**src/rtl/pfsc_pkg.sv**
```systemverilog
// Shared constants and the run descriptor for the packet framer.
// No dependencies; used by pfsc_ctrl, pfsc_emit and the top level.
`default_nettype none

package pfsc_pkg;

    localparam int BYTE_W = 8;
    localparam int LEN_W  = 12;

    localparam int DEF_PAYLOAD_BYTES = 15;
    localparam int DEF_PACKET_BYTES  = 20;

    localparam logic [BYTE_W-1:0] HDR_MARK = 8'hAF;

    // Fixed byte positions at the head of every packet.
    localparam int POS_MARK  = 0;
    localparam int POS_TOTAL = 1;
    localparam int POS_CMD   = 2;
    localparam int POS_FNUM  = 3;
    localparam int HDR_BYTES = 4;
    // Header plus the closing checksum byte.
    localparam int OVERHEAD  = 5;

    // Byte values that one input beat needs to emit its run of packet bytes.
    typedef struct packed {
        logic [BYTE_W-1:0] frame_total;
        logic [BYTE_W-1:0] command;
        logic [BYTE_W-1:0] frame_num;
        logic [BYTE_W-1:0] data;
        logic [BYTE_W-1:0] checksum;
        logic              end_msg;
    } pfsc_desc_t;

endpackage

`default_nettype wire

```
**src/rtl/packet_framer_sum_checksum.sv**
```systemverilog
// Top level of the fixed-length packet framer with additive checksum.
// Depends on pfsc_pkg, pfsc_ctrl and pfsc_emit.
//
// Usage:
//   The item channel (item_valid/item_ready) carries one message byte per beat,
//   with command_code and message_length; those two are latched on the first
//   beat of a message and ignored afterwards. Length 0 counts as 1, and lengths
//   over 255 payload areas saturate so the frame count fits a byte.
//   The result channel (result_valid/result_ready) carries packet bytes:
//   0xAF, frame count, command, frame number, payload, zero pad, checksum.
//   end_of_packet flags each checksum byte, end_of_message the last one, and
//   last_of_run the final result beat caused by a given input beat.
//   The first result of an input beat is valid in the cycle after the beat is
//   accepted. Each input beat produces 1, 5 or up to PACKET_BYTES results,
//   one per cycle while result_ready is high; the run register takes the next
//   input beat in the same cycle its last result leaves, so throughput is set
//   by the one-byte-per-cycle result port.
//   A stall on result_ready holds the current byte and holds off item_ready.
//   Reset clears all frame state and drops any run in progress.
`default_nettype none

module packet_framer_sum_checksum #(
    parameter int PAYLOAD_BYTES = pfsc_pkg::DEF_PAYLOAD_BYTES,
    parameter int PACKET_BYTES  = pfsc_pkg::DEF_PACKET_BYTES
) (
    input  wire logic                          clk,
    input  wire logic                          rst_n,
    input  wire logic                          item_valid,
    output logic                               item_ready,
    input  wire logic [pfsc_pkg::BYTE_W-1:0]   data_byte,
    input  wire logic [pfsc_pkg::BYTE_W-1:0]   command_code,
    input  wire logic [pfsc_pkg::LEN_W-1:0]    message_length,
    output logic                               result_valid,
    input  wire logic                          result_ready,
    output logic [pfsc_pkg::BYTE_W-1:0]        packet_byte,
    output logic                               end_of_packet,
    output logic                               end_of_message,
    output logic                               last_of_run
);

    // Packet positions fit in this many bits.
    localparam int PosW = $clog2(PACKET_BYTES);

    pfsc_pkg::pfsc_desc_t desc;
    logic [PosW-1:0]      first_pos, data_pos, last_pos;
    logic                 load;
    logic                 free;

    // Advance frame state and load the run register on every accepted beat.
    assign item_ready = free;
    assign load       = item_valid && free;

    pfsc_ctrl #(
        .PAYLOAD_BYTES (PAYLOAD_BYTES),
        .PACKET_BYTES  (PACKET_BYTES),
        .PosW          (PosW)
    ) u_ctrl (
        .clk            (clk),
        .rst_n          (rst_n),
        .load           (load),
        .data_byte      (data_byte),
        .command_code   (command_code),
        .message_length (message_length),
        .desc           (desc),
        .first_pos      (first_pos),
        .data_pos       (data_pos),
        .last_pos       (last_pos)
    );

    pfsc_emit #(
        .PACKET_BYTES (PACKET_BYTES),
        .PosW         (PosW)
    ) u_emit (
        .clk            (clk),
        .rst_n          (rst_n),
        .load           (load),
        .desc           (desc),
        .first_pos      (first_pos),
        .data_pos       (data_pos),
        .last_pos       (last_pos),
        .free           (free),
        .result_valid   (result_valid),
        .result_ready   (result_ready),
        .packet_byte    (packet_byte),
        .end_of_packet  (end_of_packet),
        .end_of_message (end_of_message),
        .last_of_run    (last_of_run)
    );

endmodule

`default_nettype wire

```
**src/rtl/pfsc_ctrl.sv**
```systemverilog
// Message/frame bookkeeping: latches length and command, tracks slot and sum,
// and builds the run descriptor for each accepted beat. Uses pfsc_pkg.
`default_nettype none

module pfsc_ctrl #(
    parameter int PAYLOAD_BYTES = pfsc_pkg::DEF_PAYLOAD_BYTES,
    parameter int PACKET_BYTES  = pfsc_pkg::DEF_PACKET_BYTES,
    parameter int PosW          = $clog2(PACKET_BYTES)
) (
    input  wire logic                          clk,
    input  wire logic                          rst_n,
    input  wire logic                          load,
    input  wire logic [pfsc_pkg::BYTE_W-1:0]   data_byte,
    input  wire logic [pfsc_pkg::BYTE_W-1:0]   command_code,
    input  wire logic [pfsc_pkg::LEN_W-1:0]    message_length,
    output pfsc_pkg::pfsc_desc_t               desc,
    output logic [PosW-1:0]                    first_pos,
    output logic [PosW-1:0]                    data_pos,
    output logic [PosW-1:0]                    last_pos
);

    localparam int Area   = PACKET_BYTES - pfsc_pkg::OVERHEAD;
    localparam int Fill   = (PAYLOAD_BYTES < Area) ? PAYLOAD_BYTES : Area;
    localparam int MaxLen = 255 * Fill;
    localparam int SlotW  = $clog2(Fill + 1);
    localparam int LenW   = pfsc_pkg::LEN_W;
    localparam int BW     = pfsc_pkg::BYTE_W;
    // Frame count = ceil(len / Fill) by reciprocal multiply, exact for XW-bit numerators.
    localparam int XW     = LenW + 1;
    localparam int Shift  = XW + $clog2(Fill);
    localparam int RW     = Shift + 1;
    localparam int Recip  = ((1 << Shift) + Fill - 1) / Fill;
    localparam int PW     = XW + RW;

    logic [LenW-1:0]  bytes_taken_reg, bytes_taken_next;
    logic [SlotW-1:0] slot_reg, slot_next;
    logic [BW-1:0]    frame_counter_reg, frame_counter_next;
    logic [BW-1:0]    frame_total_reg, frame_total_next;
    logic [BW-1:0]    running_sum_reg, running_sum_next;
    logic [BW-1:0]    held_command_reg, held_command_next;
    logic [LenW-1:0]  held_length_reg, held_length_next;

    logic             first;
    logic [LenW-1:0]  len_clamp;
    logic [XW-1:0]    ceil_num;
    logic [PW-1:0]    prod;
    logic [BW-1:0]    total_calc;
    logic [LenW-1:0]  len_sel;
    logic [BW-1:0]    cmd_sel, tot_sel, fnum_sel, sum_sel, sum_base, sum_new;
    logic [SlotW-1:0] slot_sel, slot_inc;
    logic [LenW-1:0]  taken_inc;
    logic             hdr, last, close;

    always_comb
    begin
        len_clamp = message_length;
        if (message_length == '0)
        begin
            len_clamp = LenW'(1);
        end
        else if (32'(message_length) > MaxLen)
        begin
            len_clamp = LenW'(MaxLen);
        end
    end

    assign ceil_num   = XW'(len_clamp) + XW'(Fill - 1);
    assign prod       = PW'(ceil_num) * PW'(Recip);
    assign total_calc = prod[Shift +: BW];

    assign first    = (bytes_taken_reg == '0);
    assign len_sel  = first ? len_clamp    : held_length_reg;
    assign cmd_sel  = first ? command_code : held_command_reg;
    assign tot_sel  = first ? total_calc   : frame_total_reg;
    assign fnum_sel = first ? BW'(1)       : frame_counter_reg;
    assign slot_sel = first ? '0           : slot_reg;
    assign sum_sel  = first ? '0           : running_sum_reg;

    // Restart the sum with the header on the first slot of a frame.
    assign hdr      = (slot_sel == '0);
    assign sum_base = hdr ? (pfsc_pkg::HDR_MARK + tot_sel + cmd_sel + fnum_sel) : sum_sel;
    assign sum_new  = sum_base + data_byte;

    assign taken_inc = bytes_taken_reg + LenW'(1);
    assign last      = (taken_inc >= len_sel);
    assign slot_inc  = slot_sel + SlotW'(1);
    assign close     = (slot_inc == SlotW'(Fill)) || last;

    always_comb
    begin
        bytes_taken_next   = bytes_taken_reg;
        slot_next          = slot_reg;
        frame_counter_next = frame_counter_reg;
        frame_total_next   = frame_total_reg;
        running_sum_next   = running_sum_reg;
        held_command_next  = held_command_reg;
        held_length_next   = held_length_reg;
        if (load)
        begin
            held_command_next  = cmd_sel;
            held_length_next   = len_sel;
            frame_total_next   = tot_sel;
            bytes_taken_next   = last ? '0 : taken_inc;
            slot_next          = close ? '0 : slot_inc;
            running_sum_next   = close ? '0 : sum_new;
            frame_counter_next = !close ? fnum_sel : (last ? BW'(1) : fnum_sel + BW'(1));
        end
    end

    always_ff @(posedge clk or negedge rst_n)
    begin
        if (!rst_n)
        begin
            bytes_taken_reg   <= '0;
            slot_reg          <= '0;
            frame_counter_reg <= BW'(1);
            frame_total_reg   <= '0;
            running_sum_reg   <= '0;
            held_command_reg  <= '0;
            held_length_reg   <= '0;
        end
        else
        begin
            bytes_taken_reg   <= bytes_taken_next;
            slot_reg          <= slot_next;
            frame_counter_reg <= frame_counter_next;
            frame_total_reg   <= frame_total_next;
            running_sum_reg   <= running_sum_next;
            held_command_reg  <= held_command_next;
            held_length_reg   <= held_length_next;
        end
    end

    // Padding adds nothing, so the checksum is the sum through this byte.
    assign desc.frame_total = tot_sel;
    assign desc.command     = cmd_sel;
    assign desc.frame_num   = fnum_sel;
    assign desc.data        = data_byte;
    assign desc.checksum    = sum_new;
    assign desc.end_msg     = last;

    assign data_pos  = PosW'(pfsc_pkg::HDR_BYTES) + PosW'(slot_sel);
    assign first_pos = hdr ? PosW'(pfsc_pkg::POS_MARK) : data_pos;
    assign last_pos  = close ? PosW'(PACKET_BYTES - 1) : data_pos;

endmodule

`default_nettype wire

```
**src/rtl/pfsc_emit.sv**
```systemverilog
// Run register and byte sequencer: holds one beat's descriptor and walks the
// packet positions it covers, one result beat per ready cycle. Uses pfsc_pkg.
`default_nettype none

module pfsc_emit #(
    parameter int PACKET_BYTES = pfsc_pkg::DEF_PACKET_BYTES,
    parameter int PosW         = $clog2(PACKET_BYTES)
) (
    input  wire logic                        clk,
    input  wire logic                        rst_n,
    input  wire logic                        load,
    input  wire pfsc_pkg::pfsc_desc_t        desc,
    input  wire logic [PosW-1:0]             first_pos,
    input  wire logic [PosW-1:0]             data_pos,
    input  wire logic [PosW-1:0]             last_pos,
    output logic                             free,
    output logic                             result_valid,
    input  wire logic                        result_ready,
    output logic [pfsc_pkg::BYTE_W-1:0]      packet_byte,
    output logic                             end_of_packet,
    output logic                             end_of_message,
    output logic                             last_of_run
);

    localparam logic [PosW-1:0] PosCheck = PosW'(PACKET_BYTES - 1);

    logic                 valid_reg, valid_next;
    logic [PosW-1:0]      pos_reg, pos_next;
    logic [PosW-1:0]      data_pos_reg, last_pos_reg;
    pfsc_pkg::pfsc_desc_t desc_reg;
    logic                 fire, at_last;

    assign fire    = valid_reg && result_ready;
    assign at_last = (pos_reg == last_pos_reg);
    // Take a new beat when empty or when the final byte of this run leaves now.
    assign free    = !valid_reg || (result_ready && at_last);

    always_comb
    begin
        valid_next = valid_reg;
        pos_next   = pos_reg;
        if (load)
        begin
            valid_next = 1'b1;
            pos_next   = first_pos;
        end
        else if (fire)
        begin
            if (at_last)
            begin
                valid_next = 1'b0;
            end
            else
            begin
                pos_next = pos_reg + PosW'(1);
            end
        end
    end

    always_ff @(posedge clk or negedge rst_n)
    begin
        if (!rst_n)
        begin
            valid_reg <= 1'b0;
            pos_reg   <= '0;
        end
        else
        begin
            valid_reg <= valid_next;
            pos_reg   <= pos_next;
        end
    end

    always_ff @(posedge clk)
    begin
        if (load)
        begin
            desc_reg     <= desc;
            data_pos_reg <= data_pos;
            last_pos_reg <= last_pos;
        end
    end

    always_comb
    begin
        case (32'(pos_reg))
            pfsc_pkg::POS_MARK:  packet_byte = pfsc_pkg::HDR_MARK;
            pfsc_pkg::POS_TOTAL: packet_byte = desc_reg.frame_total;
            pfsc_pkg::POS_CMD:   packet_byte = desc_reg.command;
            pfsc_pkg::POS_FNUM:  packet_byte = desc_reg.frame_num;
            default:
            begin
                if (pos_reg == data_pos_reg)
                begin
                    packet_byte = desc_reg.data;
                end
                else if (pos_reg == PosCheck)
                begin
                    packet_byte = desc_reg.checksum;
                end
                else
                begin
                    packet_byte = '0;
                end
            end
        endcase
    end

    assign result_valid   = valid_reg;
    assign end_of_packet  = (pos_reg == PosCheck);
    assign end_of_message = end_of_packet && desc_reg.end_msg;
    assign last_of_run    = at_last;

    a_free_only_at_run_end: assert property (@(posedge clk) disable iff (!rst_n)
        (valid_reg && free) |-> (result_ready && last_of_run))
        else $error("new beat taken while run still has bytes");

    a_pos_advance: assert property (@(posedge clk) disable iff (!rst_n)
        (fire && !at_last && !load) |=> (pos_reg == $past(pos_reg) + PosW'(1)))
        else $error("position did not advance after a result beat");

    a_pos_in_run: assert property (@(posedge clk) disable iff (!rst_n)
        valid_reg |-> (pos_reg <= last_pos_reg))
        else $error("position ran past end of run");

    a_eom_closes: assert property (@(posedge clk) disable iff (!rst_n)
        (valid_reg && end_of_message) |-> (end_of_packet && last_of_run))
        else $error("end of message not on the closing checksum");

endmodule

`default_nettype wire
```
**config.mk**
```make
export PLATFORM = sky130hd
export DESIGN_NAME = packet_framer_sum_checksum
export DESIGN_NICKNAME = d
export VERILOG_FILES = /design/src/rtl/pfsc_pkg.sv /design/src/rtl/packet_framer_sum_checksum.sv /design/src/rtl/pfsc_ctrl.sv /design/src/rtl/pfsc_emit.sv
export SDC_FILE = /design/constraint.sdc
export NUM_CORES = 1
export LEC_CHECK = 0
export ABC_CLOCK_PERIOD_IN_PS = 16810
export BUFFER_PORTS_ARGS = -buffer_cell sky130_fd_sc_hd__buf_2
export CAP_MARGIN = 20
export CORE_MARGIN = 2
export CORE_UTILIZATION = 45
export CTS_BUF_LIST = sky130_fd_sc_hd__clkbuf_2 sky130_fd_sc_hd__clkbuf_4 sky130_fd_sc_hd__clkbuf_8
export DETAILED_ROUTE_END_ITERATION = 8
export GPL_TIMING_DRIVEN = 0
export PLACE_DENSITY = 0.59
export SLEW_MARGIN = 20
export SYNTH_ARGS = -nofsm -noshare
export SYNTH_HDL_FRONTEND = slang
export SYNTH_SLANG_ARGS = --single-unit
```
**constraint.sdc**
```tcl
create_clock -name clk -period 16.81 [get_ports clk]
set_input_delay 1.681 -clock clk [delete_from_list [all_inputs] [get_ports clk]]
set_output_delay 1.681 -clock clk [all_outputs]
set_load 0.05 [all_outputs]
```
# Word level (Yosys, flattened, before mapping)

Cells that the tools add are included.

Register bits after elaboration: 117
Input port bits: 32
Output and inout port bits: 13
Word-level logic and storage cells: 77

$add $sub $neg: 10
Multipliers: 1
Magnitude comparators: 2
Eq/ne operators: 8
Mux-type cells: 24
Reduce and logical (&&, ||, !) cells: 15

Operators with widths:

| operator               | count |
|---|---|
| $mux 8                 | 10 |
| $mux 12                | 4 |
| $pmux 8 s4             | 1 |
| $mul 13x14->25 const B | 1 |
| $add 8x8->8            | 3 |
| $logic_not 12->1       | 2 |
| $mux 5                 | 4 |
| $add 12x4->13 const B  | 1 |
| $add 12x1->12 const B  | 1 |
| $ge 12x12->1           | 1 |
| $gt 12x12->1 const B   | 1 |
| $eq 5x2->1 const B     | 2 |
| $eq 5x5->1             | 2 |
| $add 8x1->8 const B    | 1 |
| $add 8x8->8 const A    | 1 |
| $mux 4                 | 2 |
| $add 3x4->5 const A    | 1 |
| $add 5x1->5 const B    | 1 |
| $eq 5x1->1 const B     | 1 |
| $eq 5x5->1 const B     | 1 |
| $logic_not 5->1        | 1 |
| $add 4x1->4 const B    | 1 |
| $eq 4x4->1 const B     | 1 |
| $logic_and 1x1->1      | 4 |
| other kinds (7)        | 12 |

# Logic depth before layout (Yosys ltp)

Gate-level depths: netlist of the first run.

Word-level depth: 12
Mapped depth: 46
Depth with buffers taken out: 46

# Cells and area by module

From an unflattened synthesis of the first run, not the netlist that was laid out.

Cells, all modules: 949
Area, all modules: 9158.8 µm²

By module, submodules not included:

| module                     | instances | cells each | area an instance (µm²) | seq. area each (µm²) |
|---|---|---|---|---|
| pfsc_ctrl                  | 1         | 788        | 6777.8                 | 1502.7 |
| pfsc_emit                  | 1         | 160        | 2374.8                 | 1681.6 |
| packet_framer_sum_checksum | 1         | 1          | 6.3                    | 0.0 |

# Worst setup path before layout of the first run

Ideal clock, no wire load.

Path kind: input -> register
Start point: input port message_length[3] (netlist bit)
End point: register u_emit.desc_reg[8] (netlist bit), data pin
Library setup time: 0.270 ns
Arrival time: 10.076 ns
Required time: 16.540 ns
Setup slack: 6.464 ns
Stages: 42
Buffers on the path: 0
Cells stage by stage: nor3_1 nand2b_1 a21oi_1 nor2_1 nor2b_1 inv_1 ha_1 nor2b_1 nor2_1 a21oi_1 nor3_1 a21oi_1 o21ai_0 inv_1 fa_1 fa_1 fa_1 inv_1 [6 not listed] and2_1 xor2_1 mux2i_1 ha_1 fa_1 inv_1 ha_1 a21oi_1 o21bai_1 a21oi_1 xor2_1 o21ai_0 ha_1 o41ai_1 xor2_1 inv_1 a2111oi_1 nor2_1

RTL lines:

| item                 | RTL line                         | source |
|---|---|---|
| from (decl)          | packet_framer_sum_checksum.sv:32 | `input wire logic [pfsc_pkg::LEN_W-1:0] message_length,` |
| to (signal assigned) | pfsc_emit.sv:78                  | `desc_reg <= desc;` |
| to (decl)            | pfsc_emit.sv:30                  | `pfsc_pkg::pfsc_desc_t desc_reg;` |

==> results of run 1 <==
==> routing by layer <==
metal	GRT usage, %	vias to the layer above
met1	28.9	3284
met3	3.43	14
met2	35.3	143
li1	-	3432
met5	0	-
met4	4.90	0
==> kinds of logic (layout without fill, tap and decap cells) <==
family | count (synthesis) | count (layout) | synth area share, %
simple gates | 281 | 281 | 14.9
compound gates | 192 | 192 | 13.7
fa+ha+maj | 142 | 142 | 22.1
buf+inv | 127 | 206 | 5.35
flops | 117 | 117 | 35.6
xor+xnor | 54 | 54 | 5.45
mux | 24 | 24 | 2.87
other cells | 1 | 3 | 0.0420
==> cell type report <==
cell class / instances / area share, %
tap: 265 / 3.31
sequential: 117 / 31.8
timing repair buffer: 47 / 2.89
clock buffer: 19 / 2.48
clock inverter: 13 / 2.03
buffer: 30 / 1.15
multi-input combinational: 696 / 52.8
inverter: 97 / 3.63
==> cells in the final DEF (no fill, tap or decap), types with 24 or more instances in the layout <==
cell type / instances
a21oi_1: 41
buf_2: 44
clkbuf_1: 25
dfrtp_1: 65
edfxtp_1: 51
fa_1: 27
ha_1: 115
inv_1: 96
nand2_1: 124
nor2_1: 53
o21ai_0: 73
xnor2_1: 29
xor2_1: 24
==> worst register-to-register path: stages, from the launching register on <==
cell	delay, ns
dfrtp_1	0.46
inv_1	0.09
ha_1	0.15
or4b_4	0.48
nor3_4	0.43
clkbuf_1	0.59
clkbuf_1	0.64
mux2i_1	0.45
ha_1	0.33
fa_1	0.50
inv_1	0.04
ha_1	0.21
fa_1	0.44
a211oi_1	0.34
nor2_1	0.12
o32ai_1	0.32
ha_1	0.34
nor3_1	0.22
nor2_1	0.06
o41ai_1	0.08
xor2_1	0.37
inv_1	0.08
a2111oi_1	0.50
nor2_1	0.10
==> report_power, final <==
| group | internal, mW | switching, mW |
|---|---|---|
| Combinational | 0.558 | 0.823 |
| Sequential | 0.397 | 0.0419 |
| Clock | 0.179 | 0.123 |
| Total | 1.13 | 0.987 |
==> stage by stage <==
stage | instances | hold slack [ns] | power (mW)
finish | 1284 | 0.478 | 2.12
global placement | 1248 | 0.458 | 1.79
floorplan | 940 | 0.443 | 1.49
CTS | 1284 | 0.485 | 2.13
global route | 1284 | 0.505 | 2.34
detailed placement | 1252 | 0.468 | 1.81
==> path summary, 6_finish.rpt <==
kind	from	end	slack, ns	cells after the start
worst min register to register	u_ctrl.held_length_reg[7]	u_ctrl.held_length_reg[7]	0.48	2
max in group asynchronous	rst_n	u_ctrl.frame_counter_reg[0]	15.04	2
worst min-delay path	u_ctrl.held_length_reg[7]	u_ctrl.held_length_reg[7]	0.48	2
worst max-delay path	message_length[3]	u_emit.desc_reg[8]	4.90	42
worst max register to register	u_ctrl.bytes_taken_reg[0]	u_emit.desc_reg[8]	9.22	23
min in group asynchronous	rst_n	u_ctrl.held_command_reg[5]	1.15	1
==> out/results.tsv, run 1 <==
metric	value	unit
Clock Skew	0.0131	ns
post-route cell area	10000	um2
core footprint	19500	um2
Post-DP Area	9580	um2
EDFF count, synth	51	
Worst Path Required	17.00	ns
vias in the first global route	6731	
Via density	5.35	
PortBufs	43	
CTS tree	yes	
Final Cycle Share	70.8	%
clock buffer count from CTS	17	
gr usage total	21.1	%
Worst path max stage delay	0.62	ns
slowest library cell on the worst path	o21ai_0	
Clock H-tree levels	4	
Static Leak	4.75	nW
YS warnings	0	
drt drc	0	
worst hold path class	reg -> reg	
WL met2	10300	um
cts repair resizes	0	
measured slew at the worst slew-check pin	0.963	ns
pre-CTS setup slack	4.47	ns
Seq/Total Area, Yosys	35.6	%
RSZ-0062 raised after global routing	no	
Ant. Diodes	0	
DRT Pass-1 Iters	5	
Finished Core Util	51.5	%
Starting Density	45.9	%
wire per inst	16.7	um
Die W	145	um
routability cong.	0.835	
Chip Height	145	um
final antenna-violating net count	0	
status	completed	
die area	21000	um2
Synth area leaders	dfrtp_1 18%, edfxtp_1 17%, ha_1 16%	
PD cells	212	nW/um2
fillers	1822	
Worst Setup Start Kind	input port	
critical path class	in -> reg	
met3 WL	817	um
Congestion Overflow GR	0	
nets@finish	1180	
drt initial violations	431	
initial antenna violation count	0	
Root Driver	clkbuf_8	
post-route minimum period	11.91	ns
most common cell in the netlist	nand2_1	
Post-Syn Instances	938	
CP Capture Type	flip-flop	
Max Used Layer	met4	
largest net degree at the start of global routing	46	
Async S/R FF share, synth	56.4	%
Seq. cell area	3180	um2
worst setup margin	4.90	ns
Post-Syn Area	8940	um2
Final Slew Violations	0	
slew margin rel.	35.3	%
first-pass GRT wire length	35400	um
max FFs per register	41	
Setup Buffers After CTS	0	
Vias	6873	
Worst EP arrival	12.10	ns
Sum Neg Setup Slack	0	ns
top cells by count, synth	124 x nand2_1, 115 x ha_1, 96 x inv_1	
maximum clock insertion buffer count	2	
clock-pin slew on the worst setup and hold paths	0.08	ns
max capacitance violation total	0	
Peak supply drop	0.000122	V
Yosys top cell by area	dfrtp_1	
total I/O pin count	45	
Max Freq	84.0	MHz
worst path bufs/invs	6	
hold_buf cts	0	
Cell variety after synth	68	
share of layout cells above drive strength 1	10.1	%
most frequent CP cell	ha_1	
final setup violation count	0	
final WL	21500	um
clock sinks	117	
Final Hold Fails	0	
wl on met1	10200	um
Seq cells post-synth	117	
row cnt	51	
area growth from synthesis to layout	12.2	%
Post-synth top flop	dfrtp_1	
syn_area_per_cell	9.53	um2
DP HPWL	16500	um
worst-skew pair later-pin latency	0.45	ns
top cell family by delay on the critical path	adder cells	
multi-input logic area	5290	um2
area fraction of the dominant cell type after synthesis	18.2	%
Crit Path Max Fanout	6	
(Power assumes the default switching activity.)
==> run 2, diff against run 1 <==
--- a/config.mk
+++ b/config.mk
@@ -5,7 +5,7 @@
 export SDC_FILE = /design/constraint.sdc
 export NUM_CORES = 1
 export LEC_CHECK = 0
-export ABC_CLOCK_PERIOD_IN_PS = 16810
+export ABC_CLOCK_PERIOD_IN_PS = 11700
 export BUFFER_PORTS_ARGS = -buffer_cell sky130_fd_sc_hd__buf_2
 export CAP_MARGIN = 20
 export CORE_MARGIN = 2
==> constraint.sdc (replaced) <==
create_clock -name clk -period 11.7 [get_ports clk]
set_input_delay 1.17 -clock clk [delete_from_list [all_inputs] [get_ports clk]]
set_output_delay 1.17 -clock clk [all_outputs]
set_load 0.05 [all_outputs]
==> run 2 against run 1 <==
Final cell count barely moved; global-route usage did not move; register-to-register slack got worse by 5.1 ns; total power rose by 44%; sequential power rose by 44%; worst hold slack barely moved; utilization rose by 0.15 points; non-clock buffer count rose by 1; clock power rose by 44%; flip-flop and latch count did not move; sequential share of layout area fell by 0.095 points; largest power group unchanged.
==> out/results.tsv, run 2 (same netlist as run 1, synthesis figures left out) <==
metric	value	unit
Comb pwr share	65.2	%
Via density	5.38	
Sw Pwr	1.42	mW
worst hold path class	reg -> reg	
Final Cycle Share	93.2	%
final setup violation count	0	
worst hold stages	2	
max capacitance violation total	0	
Peak supply drop	0.000175	V
Hold EP	u_ctrl.held_length_reg[7]	
Clock Skew	0.0130	ns
vias in the first global route	6731	
share of layout cells above drive strength 1	10.7	%
Worst path max stage delay	0.53	ns
CP Capture Type	flip-flop	
core footprint	19500	um2
worst-skew pair later-pin latency	0.45	ns
final WL	21500	um
Die W	145	um
Starting Density	45.9	%
initial antenna violation count	0	
slowest library cell on the worst path	fa_1	
wire per inst	16.7	um
total I/O pin count	45	
Ant. Diodes	0	
Power Total	3.06	mW
drt initial violations	416	
hold_buf cts	0	
FF-to-FF setup slack	4.14	ns
clock-pin slew on the worst setup and hold paths	0.08	ns
routability cong.	0.835	
Clock H-tree levels	4	
hold slack	0.478	ns
switching share of power	46.4	%
Max Freq	91.7	MHz
clock sinks	117	
Chip Height	145	um
slew margin rel.	35.6	%
Root Driver	clkbuf_8	
PD cells	305	nW/um2
Crit Path Max Fanout	7	
fillers	1822	
DP HPWL	16500	um
Final Slew Violations	0	
Static Leak	4.76	nW
most frequent cells in the layout	124 x nand2_1, 115 x ha_1, 96 x inv_1	
sequential fraction of design power	20.6	%
gr usage total	21.1	%
maximum clock insertion buffer count	2	
die area	21000	um2
max FFs per register	41	
status	completed	
Worst EP arrival	11.09	ns
r2r startpoint	u_ctrl.bytes_taken_reg[0]	
Vias	6915	
largest net degree at the start of global routing	46	
clock buffer count from CTS	17	
Final Hold Fails	0	
post-route minimum period	10.90	ns
clock power share	14.2	%
final antenna-violating net count	0	
worst r2r dst	u_emit.desc_reg[8]	
most common cell after layout, fill and taps aside	nand2_1	
nets@finish	1181	
row cnt	51	
measured slew at the worst slew-check pin	0.959	ns
RSZ-0062 raised after global routing	no	
PortBufs	43	
internal power	1.64	mW
DRT Pass-1 Iters	5	
Congestion Overflow GR	0	
area growth from synthesis to layout	12.5	%
first-pass GRT wire length	35400	um
Worst Setup Start Kind	input port	
CTS tree	yes	
Worst Path Required	11.89	ns
critical path class	in -> reg	
drt drc	0	
HP Start	u_ctrl.held_length_reg[7]	
R2R cell count	23	
run 2: what timing repair did:
action	CTS	global route
hold endpoints to repair	0	0
gates resized for setup	0	6
endpoints found under the setup margin	0	2
buffers inserted	0	1
run 2: final cells by class:
cell class | instances | area [um2] | share of cell area (%)
Multi-Input combinational cell | 696 | 5310 | 52.8
Sequential cell | 117 | 3180 | 31.7
Inverter | 97 | 364 | 3.62
Tap cell | 265 | 332 | 3.30
Timing Repair Buffer | 48 | 298 | 2.96
Clock buffer | 19 | 249 | 2.48
Clock inverter | 13 | 204 | 2.03
Buffer | 30 | 115 | 1.14
run 2: power groups by stage:
stage | registers (mW) | logic [mW] | clock network, mW
3_5_place_dp | 0.636 | 1.97 | 0
2_1_floorplan | 0.623 | 1.52 | 0
6_report | 0.631 | 2.00 | 0.435
5_1_grt | 0.640 | 2.27 | 0.461
4_1_cts | 0.629 | 1.99 | 0.441
3_3_place_gp | 0.636 | 1.94 | 0
run 2: routing by layer:
metal | vias up | share of wire, % | GRT usage [%]
met4 | 0 | 0.95 | 4.90
li1 | 3429 | - | -
met2 | 155 | 48 | 35.3
met3 | 18 | 4.2 | 3.43
met5 | - | 0 | 0
met1 | 3313 | 47 | 28.9
run 2: worst max path at each step:
| stage | startpoint | to | slack, ns | depth (start not counted) |
|---|---|---|---|---|
| after floorplan | message_length[3] | u_emit.desc_reg[8] | 1.87 | 42 |
| after global placement | message_length[3] | u_emit.desc_reg[8] | -0.16 | 40 |
| after detailed placement | message_length[3] | u_emit.desc_reg[8] | -0.12 | 41 |
| after CTS | message_length[3] | u_emit.desc_reg[8] | 0.33 | 40 |
| after global routing | message_length[4] | u_emit.desc_reg[8] | 0.11 | 40 |
| final | message_length[4] | u_emit.desc_reg[8] | 0.80 | 40 |
run 2: worst max-delay path: cells and delay by family:
kind            cells  cell delay (ns)
compound gates      8             1.94
buf+inv             7             0.72
fa+ha+maj          11             4.31
mux                 1             0.22
xor+xnor            2             0.65
simple gates       11             2.07
run 2: through the flow:
stage,setup TNS (ns),cell area (um2),instances,util [%],setup slack (ns)
2_1_floorplan,0,8950,940,-,1.87
3_3_place_gp,-0.203,9490,1248,48.8,-0.155
3_5_place_dp,-0.135,9580,1252,49.2,-0.124
4_1_cts,0,10000,1284,51.5,0.325
5_1_grt,0,10100,1285,51.7,0.114
6_report,0,10100,1285,51.7,0.798
